## src/hdl/jtkl_pkg.sv

```systemverilog
// Package for the top-level JSON key locator.
// Holds the transfer payload types, key configuration types and character codes.
// No dependencies.
`timescale 1ns / 1ps

package jtkl_pkg;

    localparam int KEY_MAX_BYTES = 16;
    localparam int KEY_REG_W     = 64;
    localparam int KEY_LEN_W     = 5;
    localparam int STR_LEN_W     = 5;
    localparam int VALUE_W       = 17;
    localparam int CFG_INDEX_W   = 2;

    // Configuration register indexes
    localparam logic [CFG_INDEX_W-1:0] CFG_KEY_LOW  = 2'd0;
    localparam logic [CFG_INDEX_W-1:0] CFG_KEY_HIGH = 2'd1;
    localparam logic [CFG_INDEX_W-1:0] CFG_KEY_LEN  = 2'd2;

    // Character codes
    localparam logic [7:0] CH_BSLASH = 8'h5C;
    localparam logic [7:0] CH_QUOTE  = 8'h22;
    localparam logic [7:0] CH_COLON  = 8'h3A;
    localparam logic [7:0] CH_LBRACE = 8'h7B;
    localparam logic [7:0] CH_LBRACK = 8'h5B;
    localparam logic [7:0] CH_RBRACE = 8'h7D;
    localparam logic [7:0] CH_RBRACK = 8'h5D;
    localparam logic [7:0] CH_SPACE  = 8'h20;
    localparam logic [7:0] CH_TAB    = 8'h09;
    localparam logic [7:0] CH_CR     = 8'h0D;

    localparam logic signed [7:0] DEPTH_MAX = 8'sd127;
    localparam logic signed [7:0] DEPTH_MIN = -8'sd127;

    typedef struct packed {
        logic [7:0] doc_byte;
        logic       last_byte;
    } t_in_item;

    typedef struct packed {
        logic               found;
        logic [VALUE_W-1:0] value_offset;
    } t_out_item;

    typedef struct packed {
        logic [KEY_REG_W-1:0] key_bytes_low;
        logic [KEY_REG_W-1:0] key_bytes_high;
        logic [KEY_LEN_W-1:0] key_length;
    } t_key_cfg;

    typedef struct packed {
        logic      produced;
        logic      done;
        t_out_item item;
    } t_scan_res;

endpackage

```

## src/hdl/jtkl_cfg_regs.sv

```systemverilog
// Key configuration registers of the JSON key locator.
// Depends on jtkl_pkg for the register indexes and the t_key_cfg type.
`timescale 1ns / 1ps

module jtkl_cfg_regs
    import jtkl_pkg::*;
(
    input  logic                   i_clk,
    input  logic                   i_rst_n,
    input  logic                   i_cfg_we,
    input  logic [CFG_INDEX_W-1:0] i_cfg_index,
    input  logic [KEY_REG_W-1:0]   i_cfg_data,
    output t_key_cfg               o_cfg
);

    t_key_cfg r_cfg;
    t_key_cfg n_cfg;

    always_comb begin
        n_cfg = r_cfg;
        if (i_cfg_we) begin
            unique case (i_cfg_index)
                CFG_KEY_LOW:  n_cfg.key_bytes_low  = i_cfg_data;
                CFG_KEY_HIGH: n_cfg.key_bytes_high = i_cfg_data;
                CFG_KEY_LEN:  n_cfg.key_length     = i_cfg_data[KEY_LEN_W-1:0];
                default:      n_cfg = r_cfg;
            endcase
        end
    end

    always_ff @(posedge i_clk) begin
        if (!i_rst_n) begin
            r_cfg <= '0;
        end else begin
            r_cfg <= n_cfg;
        end
    end

    assign o_cfg = r_cfg;

endmodule

```

## src/hdl/jtkl_scanner.sv

```systemverilog
// Per-byte document scanner: depth, string and escape tracking, key compare.
// Depends on jtkl_pkg for the payload, configuration and result types.
`timescale 1ns / 1ps

module jtkl_scanner
    import jtkl_pkg::*;
#(
    parameter int DOC_MAX_BYTES = 65536
) (
    input  logic      i_clk,
    input  logic      i_rst_n,
    input  logic      i_advance,
    input  t_in_item  i_item,
    input  t_key_cfg  i_cfg,
    output t_scan_res o_res
);

    localparam int POS_W = $clog2(DOC_MAX_BYTES + 2);
    localparam int OFS_W = POS_W + VALUE_W;
    localparam logic [POS_W-1:0] POS_LIMIT = POS_W'(DOC_MAX_BYTES);

    logic signed [7:0]    r_depth,    n_depth;
    logic                 r_in_str,   n_in_str;
    logic                 r_escaped,  n_escaped;
    logic [STR_LEN_W-1:0] r_str_len,  n_str_len;
    logic                 r_key_eq,   n_key_eq;
    logic                 r_await,    n_await;
    logic                 r_cand,     n_cand;
    logic [POS_W-1:0]     r_pos,      n_pos;
    logic                 r_done,     n_done;

    logic [7:0]                   c;
    logic                         blank;
    logic                         scan;
    logic                         hit;
    logic [2*KEY_REG_W-1:0]       key_all;
    logic [7:0]                   key_byte;
    logic [POS_W-1:0]             pos_inc;
    logic [POS_W-1:0]             ofs_sat;
    logic [OFS_W-1:0]             ofs_wide;

    assign c       = i_item.doc_byte;
    assign blank   = (c == CH_SPACE) || (c >= CH_TAB && c <= CH_CR);
    assign key_all = {i_cfg.key_bytes_high, i_cfg.key_bytes_low};
    assign key_byte = key_all[{r_str_len[3:0], 3'b000} +: 8];
    assign pos_inc = r_pos + POS_W'(1);
    assign ofs_sat = (pos_inc > POS_LIMIT) ? POS_LIMIT : pos_inc;
    assign ofs_wide = OFS_W'(ofs_sat);

    always_comb begin
        n_depth   = r_depth;
        n_in_str  = r_in_str;
        n_escaped = r_escaped;
        n_str_len = r_str_len;
        n_key_eq  = r_key_eq;
        n_await   = r_await;
        n_cand    = r_cand;
        n_pos     = r_pos;
        n_done    = r_done;
        scan      = 1'b1;
        hit       = 1'b0;

        if (!r_done) begin
            if (r_await) begin
                if (blank) begin
                    scan = 1'b0;
                end else if (c == CH_COLON && r_cand) begin
                    hit     = 1'b1;
                    n_await = 1'b0;
                    scan    = 1'b0;
                end else begin
                    n_await = 1'b0;
                end
            end
            if (scan) begin
                if (r_in_str) begin
                    if (!r_escaped && c == CH_QUOTE) begin
                        n_in_str = 1'b0;
                        if (r_depth == 8'sd1) begin
                            n_await = 1'b1;
                            n_cand  = r_key_eq
                                && (i_cfg.key_length <= KEY_LEN_W'(KEY_MAX_BYTES))
                                && (r_str_len == i_cfg.key_length);
                        end
                    end else begin
                        // string content; a backslash arms the escape skip
                        n_escaped = !r_escaped && (c == CH_BSLASH);
                        if (r_str_len < STR_LEN_W'(KEY_MAX_BYTES) && key_byte != c) begin
                            n_key_eq = 1'b0;
                        end
                        if (r_str_len != '1) begin
                            n_str_len = r_str_len + STR_LEN_W'(1);
                        end
                    end
                end else if (c == CH_QUOTE) begin
                    n_in_str  = 1'b1;
                    n_escaped = 1'b0;
                    n_str_len = '0;
                    n_key_eq  = 1'b1;
                end else if (c == CH_LBRACE || c == CH_LBRACK) begin
                    if (r_depth < DEPTH_MAX) begin
                        n_depth = r_depth + 8'sd1;
                    end
                end else if (c == CH_RBRACE || c == CH_RBRACK) begin
                    if (r_depth > DEPTH_MIN) begin
                        n_depth = r_depth - 8'sd1;
                    end
                end
            end
            if (hit) begin
                n_done = 1'b1;
            end
        end

        if (r_pos < POS_LIMIT) begin
            n_pos = pos_inc;
        end

        // end of document: return to the reset state
        if (i_item.last_byte) begin
            n_depth   = '0;
            n_in_str  = 1'b0;
            n_escaped = 1'b0;
            n_str_len = '0;
            n_key_eq  = 1'b1;
            n_await   = 1'b0;
            n_cand    = 1'b0;
            n_pos     = '0;
            n_done    = 1'b0;
        end
    end

    always_comb begin
        o_res.done              = r_done;
        o_res.produced          = !r_done && (hit || i_item.last_byte);
        o_res.item.found        = hit;
        o_res.item.value_offset = hit ? ofs_wide[VALUE_W-1:0] : '0;
    end

    always_ff @(posedge i_clk) begin
        if (!i_rst_n) begin
            r_depth   <= '0;
            r_in_str  <= 1'b0;
            r_escaped <= 1'b0;
            r_str_len <= '0;
            r_key_eq  <= 1'b1;
            r_await   <= 1'b0;
            r_cand    <= 1'b0;
            r_pos     <= '0;
            r_done    <= 1'b0;
        end else if (i_advance) begin
            r_depth   <= n_depth;
            r_in_str  <= n_in_str;
            r_escaped <= n_escaped;
            r_str_len <= n_str_len;
            r_key_eq  <= n_key_eq;
            r_await   <= n_await;
            r_cand    <= n_cand;
            r_pos     <= n_pos;
            r_done    <= n_done;
        end
    end

endmodule

```

## src/hdl/json_top_level_key_locator_top.sv

```systemverilog
// Top level of the JSON key locator: input register, scanner, result register.
// Depends on jtkl_pkg, jtkl_cfg_regs and jtkl_scanner.
//
// Usage:
//   Input channel (i_in_valid / o_in_stall / i_in_item) carries one document
//   byte per transfer, with last_byte set on the final byte. The result
//   channel (o_out_valid / i_out_stall / o_out_item) carries at most one
//   result per document: found=1 with the offset just past the colon of the
//   first top-level member name equal to the key, or found=0 with offset 0
//   at the last byte when there is no hit.
//   The key is loaded through i_cfg_we / i_cfg_index / i_cfg_data while no
//   document is in flight: index 0 key bytes 0-7, 1 bytes 8-15, 2 length.
//   Throughput: one byte per clock while the result channel is not stalled;
//   the scanner state updates once per byte. A byte is held in the input
//   register while the scanner reads it, and its result is loaded into the
//   result register, which drives o_out_valid and o_out_item.
//   When the receiver stalls, the result register holds and one more byte
//   waits in the input register; o_in_stall rises after that.
//   Synchronous reset clears the key registers, the scan state and both
//   valid flags. State also returns to its reset values after each last byte.
`timescale 1ns / 1ps

module json_top_level_key_locator_top
    import jtkl_pkg::*;
#(
    parameter int DOC_MAX_BYTES = 65536
) (
    input  logic                   i_clk,
    input  logic                   i_rst_n,
    input  logic                   i_cfg_we,
    input  logic [CFG_INDEX_W-1:0] i_cfg_index,
    input  logic [KEY_REG_W-1:0]   i_cfg_data,
    input  logic                   i_in_valid,
    output logic                   o_in_stall,
    input  t_in_item               i_in_item,
    output logic                   o_out_valid,
    input  logic                   i_out_stall,
    output t_out_item              o_out_item
);

    t_key_cfg  cfg;
    t_scan_res scan_res;

    logic      r_s1_valid, n_s1_valid;
    t_in_item  r_s1_item;
    logic      r_out_valid, n_out_valid;
    t_out_item r_out_item;

    logic out_free;
    logic s1_adv;
    logic in_xfer;

    jtkl_cfg_regs u_cfg (
        .i_clk       (i_clk),
        .i_rst_n     (i_rst_n),
        .i_cfg_we    (i_cfg_we),
        .i_cfg_index (i_cfg_index),
        .i_cfg_data  (i_cfg_data),
        .o_cfg       (cfg)
    );

    jtkl_scanner #(
        .DOC_MAX_BYTES (DOC_MAX_BYTES)
    ) u_scan (
        .i_clk     (i_clk),
        .i_rst_n   (i_rst_n),
        .i_advance (s1_adv),
        .i_item    (r_s1_item),
        .i_cfg     (cfg),
        .o_res     (scan_res)
    );

    // result slot is free when empty or being drained this cycle
    assign out_free   = !r_out_valid || !i_out_stall;
    assign s1_adv     = r_s1_valid && out_free;
    assign o_in_stall = r_s1_valid && !out_free;
    assign in_xfer    = i_in_valid && !o_in_stall;

    always_comb begin
        n_s1_valid = r_s1_valid;
        if (in_xfer) begin
            n_s1_valid = 1'b1;
        end else if (s1_adv) begin
            n_s1_valid = 1'b0;
        end

        n_out_valid = r_out_valid;
        if (s1_adv && scan_res.produced) begin
            n_out_valid = 1'b1;
        end else if (!i_out_stall) begin
            n_out_valid = 1'b0;
        end
    end

    always_ff @(posedge i_clk) begin
        if (!i_rst_n) begin
            r_s1_valid  <= 1'b0;
            r_out_valid <= 1'b0;
        end else begin
            r_s1_valid  <= n_s1_valid;
            r_out_valid <= n_out_valid;
        end
    end

    always_ff @(posedge i_clk) begin
        if (in_xfer) begin
            r_s1_item <= i_in_item;
        end
        if (s1_adv && scan_res.produced) begin
            r_out_item <= scan_res.item;
        end
    end

    assign o_out_valid = r_out_valid;
    assign o_out_item  = r_out_item;

    // A not-found result always reports offset zero.
    a_notfound_zero: assert property (@(posedge i_clk) disable iff (!i_rst_n)
        o_out_valid && !o_out_item.found |-> o_out_item.value_offset == '0)
        else $error("not-found result with nonzero offset");

    // After a hit, bytes of the same document produce nothing.
    a_quiet_after_hit: assert property (@(posedge i_clk) disable iff (!i_rst_n)
        s1_adv && scan_res.done |-> !scan_res.produced)
        else $error("result produced after a hit");

    // Input stalls only while a byte waits behind a blocked result slot.
    a_stall_cause: assert property (@(posedge i_clk) disable iff (!i_rst_n)
        o_in_stall |-> r_s1_valid && r_out_valid && i_out_stall)
        else $error("input stalled without a blocked result");

    // A result loaded into the slot is presented next cycle.
    a_result_shown: assert property (@(posedge i_clk) disable iff (!i_rst_n)
        s1_adv && scan_res.produced |=> o_out_valid)
        else $error("produced result not presented");

endmodule
```

## config.mk

```make
export PLATFORM = sky130hd
export DESIGN_NAME = json_top_level_key_locator_top
export DESIGN_NICKNAME = d
export VERILOG_FILES = /design/src/hdl/jtkl_pkg.sv /design/src/hdl/jtkl_cfg_regs.sv /design/src/hdl/jtkl_scanner.sv /design/src/hdl/json_top_level_key_locator_top.sv
export SDC_FILE = /design/constraint.sdc
export NUM_CORES = 1
export LEC_CHECK = 0
export ABC_AREA = 1
export BUFFER_PORTS_ARGS = -buffer_cell sky130_fd_sc_hd__buf_2
export CAP_MARGIN = 25
export CORE_MARGIN = 2
export CORE_UTILIZATION = 50
export DETAILED_ROUTE_END_ITERATION = 10
export PLACE_DENSITY = 0.69
export SKIP_LAST_GASP = 1
export SLEW_MARGIN = 5
export SYNTH_ARGS = -nofsm -noshare
export SYNTH_HDL_FRONTEND = slang
export SYNTH_SLANG_ARGS = --single-unit
```

## constraint.sdc

```tcl
create_clock -name i_clk -period 2.3 [get_ports i_clk]
set_input_delay 0.115 -clock i_clk [delete_from_list [all_inputs] [get_ports i_clk]]
set_output_delay 0.115 -clock i_clk [all_outputs]
set_load 0.05 [all_outputs]
```

==> metrics <==
status=complete, but fails checks; failing checks=negative hold slack; global-route wire length before repair=40.9 mm; # rows=50; Setup CP Type=flop to flop; post-layout util=0.625; Worst-path clk slew=0.07 ns; HP Class=primary input to flop; 1st-iter DRT viols=613; reg2reg start=u_scan.r_pos[1]; Filler Cells Inserted=1701; synthesized flop and latch total=198; # nets final=1579; number of synthesis warnings=0; PwrDens=641 nW/µm²; HP Start=i_cfg_data[11]; initial antenna violation count=0; crit share post-route=0.959; number of global-route vias before repair=8531; Diodes inserted=0; CP Launch Type=flop; Routed WL=25.0 mm; Die H=142 µm; Antenna Violating Nets Remaining=0; Mapped Nets=1438; Worst Hold Path EP=u_cfg.o_cfg[80]; Synth-to-Final Area Change=23.0%; latest clock arrival within the worst-skew pair=0.44 ns; Final min period=2.20 ns; crit end category=flop; Worst Reg-to-Reg Cells=11; Die W=142 µm; Synth async-reset ratio=0; Placeable Area=18700 µm²; DRT Pass-1 Iters=5; leading area contributor after synthesis=dfxtp_1; Syn Area/Cell=7.03 µm²; IR drop worst, VDD=0.571 mV; worst path arrival time=2.39 ns; port buffer count=99; Max Freq=454 MHz; Clock Path Buffers=2; synthesized area=9510 µm²; Vias/cell=5.26; Worst Max-Slew Pin Slew=0.630 ns; Final Hold Violating Endpoints=1; CP Max Fanout=8; WP data required=2.49 ns; WHS=-0.00453 ns; clock root buffer master=clkbuf_16; I/O pin total=100; Leak=0.00492 µW; Placer Congestion=0.878; CTS Buf Count=17; Mapped Cells=1352; number of synthesized flops with an enable pin=27; RSZ-0062 raised after global routing=yes; Clock Sinks=198; Synth cell types=36; Setup violations, final=0; Synth area leaders=dfxtp_1 (36%), nand2_1 (9.2%), o21ai_0 (9.1%); Multi-input gate area=4400 µm²; routed vias=9154; starting density of the core=0.508; DR WL/cell=14.4 µm; Synth top area share=0.360; Main synth FF type=dfxtp_1; final slew viol count=0; Max Cap Viol=0; HPWL after detailed placement=16.4 mm; Slew headroom=0.578; RR Endpoint=o_out_item[3]; sequential fraction of the synthesis area=0.445; final setup TNS=0 ns; largest net degree at the start of global routing=80; reg2reg setup slack=0.1 ns; H-tree depth=4; Register Area=4240 µm²; Hold Crit Depth=3; Worst Skew=0.00745 ns; share of cells above drive strength 1=0.133; gr usage total=0.253; TritonCTS clock tree=done; gr ovfl total=0; die area=20100 µm²; drc violations=0
[kinds of logic after synthesis]
logic type	after synthesis	synth area share
buf+inv	254	0.103
compound gates	329	0.179
flops	198	0.445
simple gates	541	0.242
xor+xnor	24	0.0229
fa+ha+maj	6	0.00790
[power by group]
group,internal (µW),total (µW),switching [µW]
registers,3650,3720,71.7
logic,334,809,476
clock network,1550,2960,1410
[repair_timing]
| item | in CTS | in global routing |
|---|---|---|
| endpoints found under the hold margin | 120 | 0 |
| setup endpoints to repair | 5 | 27 |
| hold buffers | 72 | 0 |
| pin swaps | 0 | 6 |
| gates resized for setup | 1 | 20 |
| buffers inserted | 0 | 4 |
| cloned | 0 | 1 |
[cell type report]
cell class | count | area share
Clock buffer | 18 | 0.0376
Timing Repair Buffer | 201 | 0.130
Sequential cell | 198 | 0.363
Inverter | 174 | 0.0559
Clock inverter | 14 | 0.0123
Tap cell | 234 | 0.0251
Multi-Input combinational cell | 901 | 0.376
[cells in the final DEF, fill, tap and decap left out, types with 3 or more instances in the layout]
| cell | count |
|---|---|
| a211oi_1 | 3 |
| a21oi_1 | 132 |
| buf_12 | 6 |
| buf_2 | 98 |
| buf_4 | 25 |
| clkbuf_16 | 17 |
| clkinv_2 | 3 |
| clkinv_4 | 4 |
| dfxtp_1 | 168 |
| dlygate4sd3_1 | 72 |
| edfxtp_1 | 27 |
| ha_1 | 5 |
| inv_1 | 169 |
| inv_2 | 4 |
| nand2_1 | 231 |
| nand2_2 | 6 |
| nand2_4 | 3 |
| nand3_1 | 111 |
| nand4_1 | 8 |
| nor2_1 | 151 |
| nor2_2 | 7 |
| nor3_1 | 8 |
| nor4_1 | 5 |
| o211ai_1 | 11 |
| o21a_1 | 3 |
| o21ai_0 | 173 |
| o22ai_1 | 3 |
| or2_2 | 3 |
| xnor2_1 | 3 |
| xor2_1 | 17 |
| xor2_2 | 4 |
[registers in the layout, summed over array words and instances, names as in the netlist]
name              flops
u_scan.r_done         1
o_out_valid           1
u_scan.r_depth        8
u_scan.r_await        1
o_out_item           18
u_scan.r_cand         1
u_scan.r_pos         17
u_scan.r_key_eq       1
u_scan.r_escaped      1
u_scan.r_str_len      5
u_cfg.o_cfg         133
r_s1_item             9
u_scan.r_in_str       1
r_s1_valid            1
[Yosys cell counts, types with 5 or more instances]
| master | n |
|---|---|
| nand2_1 | 234 |
| ha_1 | 6 |
| clkbuf_1 | 62 |
| buf_1 | 6 |
| nor3_1 | 9 |
| o21ai_0 | 173 |
| nand2_2 | 5 |
| nand4_1 | 8 |
| o211ai_1 | 11 |
| buf_2 | 11 |
| nand3_1 | 113 |
| inv_1 | 172 |
| a21oi_1 | 132 |
| xor2_1 | 20 |
| dfxtp_1 | 171 |
| nor2_1 | 154 |
| nor4_1 | 5 |
| edfxtp_1 | 27 |
[per-layer routing]
| layer | vias up | global-route usage | routed length [µm] |
|---|---|---|---|
| li1 | 4661 | - | - |
| met1 | 4188 | 0.343 | 11500 |
| met2 | 259 | 0.414 | 11700 |
| met3 | 46 | 0.0334 | 1130 |
| met4 | 0 | 0.0968 | 631 |
| met5 | - | 0 | 0 |
[stage by stage]
| step | worst slack [ns] | instances | power [µW] | cell area (µm²) |
|---|---|---|---|---|
| after global placement | 0.124 | 1631 | 4490 | 10300 |
| final | 0.0952 | 1740 | 7490 | 11700 |
| after floorplan | 0.229 | 1352 | 4260 | 9510 |
| after detailed placement | 0.00746 | 1631 | 4500 | 10300 |
| after global routing | -0.0301 | 1740 | 7810 | 11700 |
| after CTS | 0.0367 | 1735 | 7510 | 11600 |
[worst max path at each step]
| stage | slack, ns | startpoint | endpoint |
|---|---|---|---|
| finish | 0.1 | u_scan.r_pos[1] | o_out_item[3] |
| global route | -0.03 | u_scan.r_pos[1] | o_out_item[3] |
| CTS | 0.04 | u_scan.r_pos[0] | o_out_item[3] |
| detailed placement | 0.007 | u_scan.r_pos[0] | o_out_item[3] |
| global placement | 0.12 | u_scan.r_pos[0] | o_out_item[14] |
| floorplan | 0.23 | o_out_valid | r_s1_item[0] |
[worst max-delay path, cell delays in order, from the launching register on]
cell and delay, ns:
dfxtp_4 0.37, ha_4 0.14, nand2_2 0.05, inv_2 0.08, nand2_4 0.07, nor3_4 0.20
nand3_2 0.13, nor4_4 0.35, xor2_2 0.21, nand2_2 0.14, nand2_4 0.13, nor2_1 0.06
Power figures use the tool's default switching activity.
